**src/design/tksi_pkg.sv**
```systemverilog
`timescale 1ns / 1ps

package tksi_pkg;

  // table geometry
  localparam int TABLE_SIZE = 10;
  localparam int NAME_W     = 64;
  localparam int TIME_W     = 24;
  localparam int RESULT_W   = 4;
  localparam int CNT_W      = $clog2(TABLE_SIZE + 1);
  localparam int IDX_W      = (TABLE_SIZE > 1) ? $clog2(TABLE_SIZE) : 1;

  // one stored entry, also the form of an incoming item
  typedef struct packed {
    logic [NAME_W-1:0] player_name;
    logic [TIME_W-1:0] total_time;
  } entry_t;

  // one result item
  typedef struct packed {
    logic [RESULT_W-1:0] rank_position;
    logic                name_was_new;
    logic [RESULT_W-1:0] entry_count;
  } result_t;

endpackage

```
**src/design/top_k_sorted_insert_top.sv**
```systemverilog
`timescale 1ns / 1ps

// Leaderboard of the TABLE_SIZE best (name, time) entries, kept in ascending
// time order; a new entry goes after stored entries of equal time, and the
// entry that falls off the end of a full table (possibly the new one) is
// lost. Each accepted item gives one result: rank of the first stored entry
// equal in name and time, else of the new entry (0 if it was dropped),
// whether the name was absent before, and the entry count. An item occupies
// the block until its scan is done and its result is taken: the table sits
// in one single-port-read memory and every stored entry is read once, one
// per cycle, and written back shifted when it lies past the insertion slot.
// A new item is taken while the previous result still waits in the output
// register.
module top_k_sorted_insert_top import tksi_pkg::*; (
  input  logic                clk,
  input  logic                rst,
  input  logic                in_valid,
  output logic                in_ready,
  input  logic [NAME_W-1:0]   player_name,
  input  logic [TIME_W-1:0]   total_time,
  output logic                out_valid,
  input  logic                out_ready,
  output logic [RESULT_W-1:0] rank_position,
  output logic                name_was_new,
  output logic [RESULT_W-1:0] entry_count
);

  entry_t  key_in;
  logic    eng_idle;
  logic    res_ready;
  logic    res_valid;
  result_t res;
  result_t out_q;

  assign key_in.player_name = player_name;
  assign key_in.total_time  = total_time;

  // input transfer whenever the scan engine is free
  assign in_ready = eng_idle;

  // engine may finish when the output register is empty or draining
  assign res_ready = !out_valid || out_ready;

  tksi_scan u_scan (
    .clk       (clk),
    .rst       (rst),
    .start     (in_valid && in_ready),
    .key_in    (key_in),
    .idle      (eng_idle),
    .res_ready (res_ready),
    .res_valid (res_valid),
    .res       (res)
  );

  // output register valid
  always_ff @(posedge clk) begin
    if (rst) begin
      out_valid <= 1'b0;
    end else if (res_valid) begin
      out_valid <= 1'b1;
    end else if (out_ready) begin
      out_valid <= 1'b0;
    end
  end

  // output register payload
  always_ff @(posedge clk) begin
    if (res_valid) begin
      out_q <= res;
    end
  end

  assign rank_position = out_q.rank_position;
  assign name_was_new  = out_q.name_was_new;
  assign entry_count   = out_q.entry_count;

endmodule

```
**src/design/tksi_scan.sv**
```systemverilog
`timescale 1ns / 1ps

module tksi_scan import tksi_pkg::*; (
  input  logic    clk,
  input  logic    rst,
  input  logic    start,
  input  entry_t  key_in,
  output logic    idle,
  input  logic    res_ready,
  output logic    res_valid,
  output result_t res
);

  localparam logic       ST_IDLE    = 1'b0;
  localparam logic       ST_SCAN    = 1'b1;
  localparam [CNT_W-1:0] FULL_COUNT = CNT_W'(TABLE_SIZE);

  // entry storage, one read and one write port, registered read
  entry_t            mem [TABLE_SIZE];
  entry_t            rd_data;
  logic              rd_en;
  logic [IDX_W-1:0]  rd_addr;
  logic              wr_en;
  logic [IDX_W-1:0]  wr_addr;
  entry_t            wr_data;

  logic              state;
  logic [CNT_W-1:0]  cnt;
  logic [CNT_W-1:0]  rd_idx;
  logic              rd_pend;
  logic [IDX_W-1:0]  proc_idx;
  logic              slot_found;
  logic [IDX_W-1:0]  slot;
  logic              match_found;
  logic [IDX_W-1:0]  match_idx;
  logic              fresh;
  entry_t            key;
  entry_t            carry;

  logic              name_hit;
  logic              time_gt;
  logic              shifting;
  logic              exact;
  logic              scan_end;
  logic              commit;
  logic              has_room;
  logic              inserted;
  logic [IDX_W-1:0]  slot_eff;
  logic [CNT_W-1:0]  rank_full;
  logic [CNT_W-1:0]  cnt_after;

  always_ff @(posedge clk) begin
    if (wr_en) begin
      mem[wr_addr] <= wr_data;
    end
    if (rd_en) begin
      rd_data <= mem[rd_addr];
    end
  end

  // compare of the entry that just came out of memory
  assign name_hit = (rd_data.player_name == key.player_name);
  assign time_gt  = (rd_data.total_time > key.total_time);
  assign exact    = name_hit && (rd_data.total_time == key.total_time);
  assign shifting = slot_found || time_gt;

  // scan control
  assign idle     = (state == ST_IDLE);
  assign rd_en    = (state == ST_SCAN) && (rd_idx < cnt);
  assign rd_addr  = rd_idx[IDX_W-1:0];
  assign scan_end = (state == ST_SCAN) && (rd_idx == cnt) && !rd_pend;
  assign commit   = scan_end && res_ready;
  assign has_room = (cnt < FULL_COUNT);
  assign inserted = has_room || slot_found;
  assign slot_eff = slot_found ? slot : cnt[IDX_W-1:0];

  // write back: shift from the insertion slot on, then append at the tail
  always_comb begin
    wr_en   = 1'b0;
    wr_addr = proc_idx;
    wr_data = carry;
    if (rd_pend && shifting) begin
      wr_en = 1'b1;
    end else if (commit && has_room) begin
      wr_en   = 1'b1;
      wr_addr = cnt[IDX_W-1:0];
    end
  end

  // result assembly
  always_comb begin
    if (match_found) begin
      rank_full = CNT_W'(match_idx) + CNT_W'(1);
    end else if (inserted) begin
      rank_full = CNT_W'(slot_eff) + CNT_W'(1);
    end else begin
      rank_full = '0;
    end
    cnt_after = has_room ? cnt + CNT_W'(1) : cnt;
  end

  assign res_valid         = commit;
  assign res.rank_position = RESULT_W'(rank_full);
  assign res.name_was_new  = fresh;
  assign res.entry_count   = RESULT_W'(cnt_after);

  // control state
  always_ff @(posedge clk) begin
    if (rst) begin
      state       <= ST_IDLE;
      cnt         <= '0;
      rd_idx      <= '0;
      rd_pend     <= 1'b0;
      slot_found  <= 1'b0;
      match_found <= 1'b0;
      fresh       <= 1'b1;
    end else begin
      unique case (state)
        ST_IDLE: begin
          if (start) begin
            state       <= ST_SCAN;
            rd_idx      <= '0;
            rd_pend     <= 1'b0;
            slot_found  <= 1'b0;
            match_found <= 1'b0;
            fresh       <= 1'b1;
          end
        end
        ST_SCAN: begin
          rd_pend <= rd_en;
          if (rd_en) begin
            rd_idx <= rd_idx + CNT_W'(1);
          end
          if (rd_pend) begin
            if (name_hit) begin
              fresh <= 1'b0;
            end
            if (!slot_found && time_gt) begin
              slot_found <= 1'b1;
            end
            if (!shifting && exact) begin
              match_found <= 1'b1;
            end
          end
          if (commit) begin
            state <= ST_IDLE;
            cnt   <= cnt_after;
          end
        end
        default: begin
          state <= ST_IDLE;
        end
      endcase
    end
  end

  // datapath registers
  always_ff @(posedge clk) begin
    if (start && idle) begin
      key   <= key_in;
      carry <= key_in;
    end
    if (rd_en) begin
      proc_idx <= rd_addr;
    end
    if (rd_pend) begin
      if (shifting) begin
        carry <= rd_data;
      end
      if (!slot_found && time_gt) begin
        slot <= proc_idx;
      end
      if (!shifting && exact && !match_found) begin
        match_idx <= proc_idx;
      end
    end
  end

  // checks
  a_cnt_bound: assert property (@(posedge clk) disable iff (rst)
    cnt <= FULL_COUNT)
    else $error("valid count above table size");

  a_read_valid: assert property (@(posedge clk) disable iff (rst)
    rd_pend |-> (CNT_W'(proc_idx) < cnt))
    else $error("read of an entry beyond the valid count");

  a_write_scan: assert property (@(posedge clk) disable iff (rst)
    wr_en |-> (state == ST_SCAN))
    else $error("table write outside a scan");

  a_res_count: assert property (@(posedge clk) disable iff (rst)
    res_valid |-> (cnt_after != '0) && (rank_full <= cnt_after))
    else $error("result rank beyond count or empty table after insert");

endmodule
```
**config.mk**
```make
export PLATFORM = sky130hd
export DESIGN_NAME = top_k_sorted_insert_top
export DESIGN_NICKNAME = d
export VERILOG_FILES = /design/src/design/tksi_pkg.sv /design/src/design/top_k_sorted_insert_top.sv /design/src/design/tksi_scan.sv
export SDC_FILE = /design/constraint.sdc
export NUM_CORES = 1
export LEC_CHECK = 0
export BUFFER_PORTS_ARGS = -buffer_cell sky130_fd_sc_hd__buf_4
export CAP_MARGIN = 20
export CELL_PAD_IN_SITES_DETAIL_PLACEMENT = 0
export CELL_PAD_IN_SITES_GLOBAL_PLACEMENT = 1
export CORE_UTILIZATION = 30
export DETAILED_ROUTE_END_ITERATION = 7
export GPL_TIMING_DRIVEN = 0
export PLACE_DENSITY_LB_ADDON = 0.1
export SYNTH_ARGS = -nofsm -noshare
export SYNTH_HDL_FRONTEND = slang
export SYNTH_SLANG_ARGS = --single-unit
```
**constraint.sdc**
```tcl
create_clock -name clk -period 11.25 [get_ports clk]
set_input_delay 0.5625 -clock clk [delete_from_list [all_inputs] [get_ports clk]]
set_output_delay 0.5625 -clock clk [all_outputs]
set_load 0.02 [all_outputs]
```
==> summary.md, run 1 <==
| Metric | Value |
|---|---|
| Worst slew margin | `0.2320` |
| Remaining Overflow, GRT | `0` |
| Status | `finished, final reports clean` |
| Syn nets | `2,606` |
| Final setup violation count | `0` |
| Max-Cap Viols | `0` |
| Final TNS setup | `0 ns` |
| Layout area overhead | `21.76%` |
| Clk_skew | `0.02718 ns` |
| Delay-heaviest family, CP | `buffers and inverters` |
| N_diodes | `0` |
| Crit path buffers/inverters | `11` |
| Most frequent cell after synthesis | `edfxtp_1` |
| CTS root buf | `clkbuf_16` |
| Clock Path Buffers | `3` |
| # IOs | `103` |
| Die Span Y | `391.8 µm` |
| Antenna violations before repair | `6` |
| Primary FF master, synth | `edfxtp_1` |
| Pre-CTS setup slack | `4.778 ns` |
| Clock transition at path regs | `0.06 ns` |
| Worst-skew pair later-pin latency | `0.77 ns` |
| Total CTS buffers | `134` |
| Crit-path cells | `clkbuf_1 > clkbuf_1 > buf_2 > buf_2 > inv_1 > ha_1 > nand4_1 > nor4b_1 > mux2i_1 > nor3b_2 > buf_6 > buf_6 > buf_8 > buf_6 > buf_6 > buf_6` |
| Total Routing Usage GR | `0.1717` |
| Core box area | `150,300 µm²` |
| Endpoints failing hold | `0` |
| Post-CTS Resized | `0` |
| Max stage delay on crit path | `0.76 ns` |
| # DRC | `0` |
| Fin util | `0.3692` |
| Final min period | `6.310 ns` |
| Crit Path Category | `reg -> reg` |
| Highest Clock Rate | `158.5 MHz` |
| Post-DP HPWL | `87.86 mm` |
| Largest net degree at the start of global routing | `46` |
| Synthesized area | `45,580 µm²` |
| Layout cells sized above 1 | `0.2349` |
| Syn_area_per_cell | `18.36 µm²` |
| Post-DR vias/cell | `4.705` |
| Ys Warns | `0` |
| LEAKAGE | `18.28 nW` |
| Total setup buffers inserted after CTS | `0` |
| Final Instance Area | `55,500 µm²` |
| Post-route clock period utilization | `0.5609` |
| Max-slew violations | `0` |
| Share of the synthesized area in the top cell type | `0.7095` |
| Most common library cells after synthesis | `edfxtp_1 (1,077), nand2_1 (282), mux4_2 (176)` |
| Global-route wire length before repair | `184.3 mm` |
| Full die area | `153,500 µm²` |
| Max rail drop VDD | `0.1565 mV` |
| Routed Antenna Nets | `0` |
| Worst-margin pin slew | `1.150 ns` |
| Gpl congestion | `0.7095` |
| Crit Path Max Fanout | `10` |
| Routed WL per cell | `25.86 µm` |
| Worst setup margin | `4.940 ns` |
| Startpoint types | `flop` |
| DR vias | `23,729` |
| EDFF count, synth | `1,077` |
| Critical Path Sink Type | `flop` |
| Site Rows | `142` |
| Slowest-stage cell, CP | `nor3b_2` |
| Pwr per Cell Area | `187.6 nW/µm²` |
| Sequential-to-total area share from yosys stat | `0.7543` |
| Hold Slack | `0.06448 ns` |
| Fillers | `14,045` |
| Total number of H-tree levels | `4` |
| Multi-input logic area | `10,620 µm²` |
| Mapped Cells | `2,482` |
| Hold WC Path Type | `in -> reg` |
| # clock sinks | `1,179` |
| Most used cell, CP | `buf_6` |
| Flip-flop and latch area | `34,380 µm²` |
| Biggest area consumer among synthesized cells | `edfxtp_1` |
| Worst EP arrival | `6.77 ns` |
| TritonCTS clock tree | `built` |
| Unique masters post-synth | `52` |
| Area post-placement | `50,440 µm²` |
| NumNets Final | `3,040` |
| Ranking of synthesized cells by area | `edfxtp_1 (71%), mux4_2 (8.7%), dfxtp_1 (4.5%)` |
| Initial Util | `0.3032` |
| Port Buf Inserts | `102` |
| Die Wd | `391.8 µm` |
| RSZ-0062 raised after global routing | `false` |
| Routed wire length | `130.4 mm` |
| Drt first pass iters | `5` |
| Async SR Flop Fraction | `0` |
| Vias in the first global route | `24,827` |
| Initial drt markers | `1,817` |
| WP data required | `11.71 ns` |
| Seq cells post-synth | `1,179` |
[cells in the final DEF (no fill, tap or decap), types with 4 or more instances in the layout]
master         count
buf_4            106
clkinv_1          26
ha_1              32
mux4_2           176
a31oi_1            4
buf_2             28
clkinvlp_4         4
nor2_1            19
xor2_1            14
mux2_2            68
clkbuf_8           5
edfxtp_1        1077
o21ai_0            7
nor3_1             5
inv_1             35
buf_16             6
buf_6             70
dfxtp_1          102
a21oi_1          108
mux2_4            19
clkbuf_1         120
nand3_1            8
a211oi_1          89
clkinv_2          21
nor4_1             5
nand2_1          282
nor2b_1           91
dlygate4sd3_1     87
clkbuf_16        139
buf_12            16
buf_8             16
xnor2_1           57
bufinv_16          5
buf_1              5
mux2i_1           95
nand4_1           20
inv_6              8
[power breakdown]
part	switching (mW)	leakage, nW	internal, mW
Sequential	0.230	10.7	5.18
Combinational	0.456	5.57	0.359
Clock	1.77	2.04	2.42
Total	2.45	18.3	7.96
[sequential cells by signal, summed over array words and instances, names as in the netlist, 88 cells and up]
name / count
u_scan.mem: 880
u_scan.carry: 88
u_scan.key: 88
u_scan.rd_data: 88
[path summary, 6_finish.rpt]
path | start | end | slack (ns) | cells after the start
max | u_scan.rd_addr[0] | u_scan.mem[2][52] | 4.94 | 16
min | player_name[63] | u_scan.key[87] | 0.06 | 1
max reg2reg | u_scan.rd_addr[0] | u_scan.mem[2][52] | 4.94 | 16
min reg2reg | u_scan.rd_addr[3] | u_scan.proc_idx[3] | 0.50 | 0
[cells by family (layout without fill, tap and decap cells)]
group	Yosys count	count (layout)	synth area share
buffers and inverters	157	702	0.01419
AO/OA/AOI/OAI	229	229	0.03159
adder cells (fa/ha/maj)	32	32	0.008784
XOR/XNOR	71	71	0.01364
AND/OR/NAND/NOR	456	456	0.04658
flip-flops	1179	1179	0.7543
multiplexers	358	358	0.1309
[timing repair]
item                                    in CTS  in global routing
hold buffers                                87                  0
endpoints found under the hold margin       87                  0
endpoints found under the setup margin       0                  0
[metal layers]
| layer | global-route usage | vias up | wire, µm |
|---|---|---|---|
| li1 | - | 10632 | - |
| met1 | 0.2348 | 12510 | 59500 |
| met2 | 0.2861 | 455 | 64000 |
| met3 | 0.02615 | 132 | 4800 |
| met4 | 0.04084 | 0 | 2087 |
| met5 | 0 | - | 0 |
[per-stage QoR]
step / std cells / total power, mW
floorplan: 2482 / 5.903
global placement: 4600 / 6.285
detailed placement: 4707 / 6.313
CTS: 5041 / 10.55
global route: 5043 / 10.80
finish: 5043 / 10.41
[worst register-to-register path, stage by stage (launching register included)]
cell	delay (ns)
dfxtp_1	0.38
clkbuf_1	0.36
clkbuf_1	0.55
buf_2	0.57
buf_2	0.50
inv_1	0.17
ha_1	0.30
nand4_1	0.12
nor4b_1	0.45
mux2i_1	0.69
nor3b_2	0.76
buf_6	0.26
buf_6	0.20
buf_8	0.17
buf_6	0.17
buf_6	0.17
buf_6	0.18
[area by class of cell]
cell class / instances / share of cell area
plain buffers: 121 / 0.009288
clock buffers: 180 / 0.06635
clock inverters: 67 / 0.008905
inverters: 36 / 0.002435
multi-input cells: 1146 / 0.1914
flip-flops and latches: 1179 / 0.6195
well taps: 2016 / 0.04545
repair buffers: 298 / 0.05670
Power figures use the tool's default switching activity.
==> run 2, diff against run 1 <==
==> constraint.sdc (replaced) <==
create_clock -name clk -period 6.39 [get_ports clk]
set_input_delay 0.3195 -clock clk [delete_from_list [all_inputs] [get_ports clk]]
set_output_delay 0.3195 -clock clk [all_outputs]
set_load 0.02 [all_outputs]
==> run 2 against run 1 <==
Against the previous run:
- wire length up 0.34%
- hold slack better by 0.23 ns
- global-route usage up 0.080 points
- final area up 1.4%
- register-to-register slack worse by 4.6 ns
- via count down 0.24%
- die area unchanged
- maximum frequency up 3.5%
- total power up 83%
- combinational power up 79%
==> summary.md, run 2 (synthesized netlist as in run 1, its figures left out) <==
| Metric | Value |
|---|---|
| Startpoint types | `flop` |
| Post-DP HPWL | `86.96 mm (-1.0%)` |
| Total CTS buffers | `136 (+1.5%)` |
| # IOs | `103 (unchanged)` |
| Clk_skew | `0.02286 ns (-0.004317 ns)` |
| Status | `finished, final reports clean` |
| Endpoints failing hold | `0 (unchanged)` |
| Die Wd | `391.8 µm (unchanged)` |
| Full die area | `153,500 µm² (unchanged)` |
| Largest net degree at the start of global routing | `45 (-2.2%)` |
| Total number of H-tree levels | `4 (unchanged)` |
| DR vias | `23,672 (-0.24%)` |
| Crit Path Max Fanout | `17 (+7)` |
| Initial Util | `0.3032 (unchanged)` |
| # DRC | `0 (unchanged)` |
| Highest Clock Rate | `164.0 MHz (+3.5%)` |
| LEAKAGE | `18.56 nW (+1.5%)` |
| Remaining Overflow, GRT | `0 (unchanged)` |
| Vias in the first global route | `24,853 (+0.10%)` |
| Die Span Y | `391.8 µm (unchanged)` |
| Hold depth | `2 (+1)` |
| Post-DR vias/cell | `4.707 (about the same)` |
| Routed Antenna Nets | `0 (unchanged)` |
| Crit Path Category | `reg -> reg` |
| Fin cells | `5,029 (-0.28%)` |
| Site Rows | `142 (unchanged)` |
| TritonCTS clock tree | `built` |
| Largest register FFs | `880 (unchanged)` |
| Drt first pass iters | `6 (+1)` |
| Clock Path Buffers | `3 (unchanged)` |
| Final setup violation count | `0 (unchanged)` |
| Max-slew violations | `0 (unchanged)` |
| Reg with most FFs | `u_scan.mem` |
| Routed WL per cell | `26.02 µm (+0.62%)` |
| Global-route wire length before repair | `184.8 mm (+0.27%)` |
| Worst slew margin | `0.2873 (+0.05530)` |
| WP data required | `6.85 ns (-4.86 ns)` |
| Worst-skew pair later-pin latency | `0.77 ns (about the same)` |
| CTS root buf | `clkbuf_16` |
| Max-Cap Viols | `0 (unchanged)` |
| NumNets Final | `3,018 (-0.72%)` |
| # clock sinks | `1,179 (unchanged)` |
| Pwr per Cell Area | `338.3 nW/µm² (+80%)` |
| Post-route clock period utilization | `0.9543 (+0.3934)` |
| Max rail drop VDD | `0.2775 mV (+77%)` |
| Layout cells sized above 1 | `0.2350 (about the same)` |
| Commonest non-fill, non-tap cell in the layout | `edfxtp_1` |
| Clock transition at path regs | `0.06 ns (about the same)` |
| Critical Path Sink Type | `flop` |
| Core box area | `150,300 µm² (unchanged)` |
| Placed cells | `4,679 (-0.59%)` |
| Worst Reg-to-Reg Cells | `16 (unchanged)` |
| RSZ-0062 raised after global routing | `false` |
| Total Routing Usage GR | `0.1725 (+0.0008020)` |
| Worst-margin pin slew | `1.069 ns (-0.08138 ns)` |
| Fin util | `0.3742 (+0.004986)` |
| Final min period | `6.098 ns (-0.2117 ns)` |
| Layout area overhead | `23.41%` |
| Antenna violations before repair | `7 (+1)` |
| Gpl congestion | `0.7236 (+2.0%)` |
| Commonest cells after routing, fill and taps aside | `edfxtp_1 (1,077), nand2_1 (282), mux4_2 (176)` |
| Port Buf Inserts | `102 (unchanged)` |
| Hold WC Path Type | `in -> reg` |
| Routed wire length | `130.8 mm (+0.34%)` |
| Initial drt markers | `1,593 (-12%)` |
| Worst EP arrival | `6.55 ns (-0.22 ns)` |
| Total Power | `19.03 mW (+83%)` |
| Final TNS setup | `0 ns (unchanged)` |
run 2: path summary, 6_finish.rpt:
kind,end,start,slack [ns]
setup / recovery,u_scan.mem[9][49],u_scan.rd_addr[0],0.29
hold / removal,u_scan.key[15],total_time[15],0.29
setup reg to reg,u_scan.mem[9][49],u_scan.rd_addr[0],0.29
hold reg to reg,name_was_new,u_scan.fresh,0.47
run 2: power breakdown:
part | internal, mW | switching, mW | total, mW
registers | 9.12 | 0.406 | 9.53
logic | 0.651 | 0.810 | 1.46
clock network | 4.83 | 3.21 | 8.04
total | 14.6 | 4.42 | 19.0
run 2: through the flow:
| stage | area (µm²) | hold slack [ns] | setup WS [ns] |
|---|---|---|---|
| floorplan | 45620 | 0.3988 | -0.2420 |
| detailed placement | 50650 | 0.4526 | -0.6664 |
| global placement | 48910 | 0.4432 | -7.508 |
| CTS | 56220 | 0.2172 | 0.01076 |
| global route | 56240 | 0.2573 | 0.02423 |
| finish | 56250 | 0.2896 | 0.2919 |
run 2: final cells by class:
class                      instances  area (µm²)
sequential                      1179       34380
inverter                          36       135.1
antenna                            5       12.51
multi-input combinational       1146       10680
buffer                           121       516.7
fill                           13959       94060
timing repair buffer             274        3358
clock inverter                    78       962.2
clock buffer                     174        3679
tap                             2016        2522
run 2: critical path, stage by stage, from the launching register on:
cell and delay, ns:
dfxtp_1 0.40, clkbuf_1 0.42, clkbuf_2 0.54, buf_2 0.57, buf_2 0.49, inv_1 0.16, ha_1 0.30, nand4_1 0.14
nor4b_2 0.46, clkbuf_1 0.42, a31oi_1 0.23, nand2b_1 0.28, a21oi_4 0.53, buf_16 0.24, buf_16 0.17, buf_16 0.17
buf_12 0.18
run 2: metal layers:
| metal | track usage | vias up | routed length [µm] |
|---|---|---|---|
| met5 | 0 | - | 13 |
| met4 | 0.04425 | 2 | 2465 |
| met3 | 0.02885 | 144 | 5142 |
| met2 | 0.2908 | 473 | 64940 |
| met1 | 0.2300 | 12470 | 58270 |
| li1 | - | 10583 | - |
run 2: repair_timing:
item                                    CTS  global route
gates resized for setup                   2             2
buffers inserted                          0             0
endpoints found under the hold margin   182             0
hold buffers                             92             0
endpoints found under the setup margin  514           187
==> run 3, diff against run 2 <==
--- a/config.mk
+++ b/config.mk
@@ -9,7 +9,7 @@
 export CAP_MARGIN = 20
 export CELL_PAD_IN_SITES_DETAIL_PLACEMENT = 0
 export CELL_PAD_IN_SITES_GLOBAL_PLACEMENT = 1
-export CORE_UTILIZATION = 30
+export CORE_UTILIZATION = 35
 export DETAILED_ROUTE_END_ITERATION = 7
 export GPL_TIMING_DRIVEN = 0
 export PLACE_DENSITY_LB_ADDON = 0.1
==> run 3 against run 2 <==
Against the previous run:
- wire length decreased by 3.4%
- sequential power barely moved
- clock power decreased by 8.2%
- critical path depth is the same
- critical endpoint is now u_scan.mem[4][30]
==> summary.md, run 3 (synthesized netlist as in run 1, its figures left out) <==
| Metric | Value |
|---|---|
| Gpl congestion | `0.7422 (+2.6%)` |
| Core box area | `129,300 µm² (-14%)` |
| Startpoint types | `flop` |
| Full die area | `131,700 µm² (-14%)` |
| Largest net degree at the start of global routing | `46 (+2.2%)` |
| RSZ-0062 raised after global routing | `false` |
| Die Span Y | `362.9 µm (-7.4%)` |
| # IOs | `103 (unchanged)` |
| Clk_skew | `0.02539 ns (+0.002530 ns)` |
| Port Buf Inserts | `102 (unchanged)` |
| Layout area overhead | `21.71%` |
| Commonest cells after routing, fill and taps aside | `edfxtp_1 (1,077), nand2_1 (282), mux4_2 (176)` |
| Critical Path Sink Type | `flop` |
| Endpoints failing hold | `0 (unchanged)` |
| # DRC | `0 (unchanged)` |
| Max-slew violations | `0 (unchanged)` |
| CTS root buf | `clkbuf_16` |
| Layout cells sized above 1 | `0.2326 (-0.002451)` |
| Post-DP HPWL | `83.60 mm (-3.9%)` |
| Routed Antenna Nets | `0 (unchanged)` |
| Post-route clock period utilization | `0.9326 (-0.02169)` |
| Antenna violations before repair | `6 (-1)` |
| # clock sinks | `1,179 (unchanged)` |
| Max rail drop VDD | `0.2159 mV (-22%)` |
| Status | `finished, final reports clean` |
| Global-route wire length before repair | `180.5 mm (-2.3%)` |
| Clock transition at path regs | `0.06 ns (about the same)` |
| TritonCTS clock tree | `built` |
| Total Routing Usage GR | `0.1943 (+0.02180)` |
| WP data required | `6.85 ns (about the same)` |
| Worst-margin pin slew | `1.118 ns (+0.04929 ns)` |
| Hold WC Path Type | `in -> reg` |
| Final min period | `5.960 ns (-0.1386 ns)` |
| Fin cells | `4,745 (-5.6%)` |
| Reg with most FFs | `u_scan.mem` |
| Pwr per Cell Area | `330.8 nW/µm² (-2.2%)` |
| Commonest non-fill, non-tap cell in the layout | `edfxtp_1` |
| Drt first pass iters | `5 (-1)` |
| Final setup violation count | `0 (unchanged)` |
| Total Power | `18.35 mW (-3.6%)` |
| DR vias | `23,809 (+0.58%)` |
| LEAKAGE | `18.36 nW (-1.1%)` |
| Largest register FFs | `880 (unchanged)` |
| Routed WL per cell | `26.64 µm (+2.4%)` |
| Routed wire length | `126.4 mm (-3.4%)` |
| Hold Slack | `0.2946 ns (+0.004937 ns)` |
| Crit Path Max Fanout | `13 (-4)` |
| Total number of H-tree levels | `4 (unchanged)` |
| Worst slew margin | `0.2545 (-0.03286)` |
| Worst EP arrival | `6.42 ns (-0.13 ns)` |
| Site Rows | `132 (-7.0%)` |
| Die Wd | `362.9 µm (-7.4%)` |
| Max-Cap Viols | `0 (unchanged)` |
| Clock Path Buffers | `3 (unchanged)` |
| Remaining Overflow, GRT | `0 (unchanged)` |
| Initial Util | `0.3525 (+0.04922)` |
| Placed cells | `4,403 (-5.9%)` |
| Met2 WL | `62.08 mm (-4.4%)` |
| NumNets Final | `3,017 (-0.033%)` |
| Total CTS buffers | `131 (-3.7%)` |
| Vias in the first global route | `24,693 (-0.64%)` |
| Crit Path Category | `reg -> reg` |
| Worst-skew pair later-pin latency | `0.77 ns (about the same)` |
| Top sig layer | `met5` |
| M1 WL | `56.14 mm (-3.7%)` |
| Initial drt markers | `1,752 (+10%)` |
| Post-DR vias/cell | `5.018 (+6.6%)` |
| Highest Clock Rate | `167.8 MHz (+2.3%)` |
| Metal3 WL | `5.674 mm (+10%)` |
run 3: cell types whose count changed in the layout (fill, tap and decap cells not counted), sizes merged:
| cell | delta |
|---|---|
| clkinvlp | +3 |
| diode | -3 |
| inv | +2 |
| buf | +4 |
| clkinv | -1 |
| bufinv | -9 |
| clkbuf | -6 |
run 3: area by class of cell:
cell class | count | area, µm²
clock buffer | 168 | 3530
antenna | 2 | 5.005
fill | 11351 | 73840
multi-input combinational | 1146 | 10680
inverter | 36 | 135.1
buffer | 121 | 516.7
sequential | 1179 | 34380
clock inverter | 73 | 651.9
timing repair buffer | 278 | 3393
tap | 1742 | 2180
run 3: worst paths after layout:
kind                        to  slack (ns)               from  depth (start not counted)
max reg2reg  u_scan.mem[4][30]        0.43  u_scan.rd_addr[0]                         16
min reg2reg       name_was_new        0.46       u_scan.fresh                          0
min             u_scan.key[11]        0.29     total_time[11]                          2
max          u_scan.mem[4][30]        0.43  u_scan.rd_addr[0]                         16
run 3: power by group:
part | leakage (nW) | total, mW | internal [mW] | switching (mW)
Combinational | 5.64 | 1.45 | 0.650 | 0.799
Sequential | 10.7 | 9.53 | 9.12 | 0.405
Clock | 2.04 | 7.38 | 4.29 | 3.09
run 3: worst max-delay path, stage by stage, from the launching register on:
cell      delay, ns
dfxtp_1        0.37
clkbuf_1       0.35
clkbuf_2       0.51
buf_2          0.56
buf_2          0.46
inv_1          0.15
ha_1           0.30
nand4_1        0.14
nor4b_2        0.48
clkbuf_1       0.41
a31o_2         0.24
nor3b_4        0.67
buf_16         0.23
buf_16         0.17
buf_16         0.17
buf_8          0.19
buf_16         0.17
run 3: stage by stage:
stage	setup WS (ns)	TNS, ns	util	cell area, µm²
final	0.4305	0	0.4290	55480
after global routing	0.08822	0	0.4289	55470
after global placement	-7.220	-5539.44	0.3756	48570
after CTS	0.006586	0	0.4286	55430
after detailed placement	-0.8438	-173.08	0.3889	50300
after floorplan	-0.2420	-60.81	-	45620
run 3: metal layers:
layer / track usage / vias up
met1: 0.2643 / 12576
met4: 0.05254 / 2
met2: 0.3211 / 505
met3: 0.03292 / 141
met5: 0 / -
li1: - / 10585
run 3: timing repair:
action,CTS,global route
hold buffers,92,0
cloned,0,0
setup endpoints to repair,477,126
gates resized for setup,3,1
setup buffers,2,5
pin swaps,1,2
hold endpoints to repair,182,0
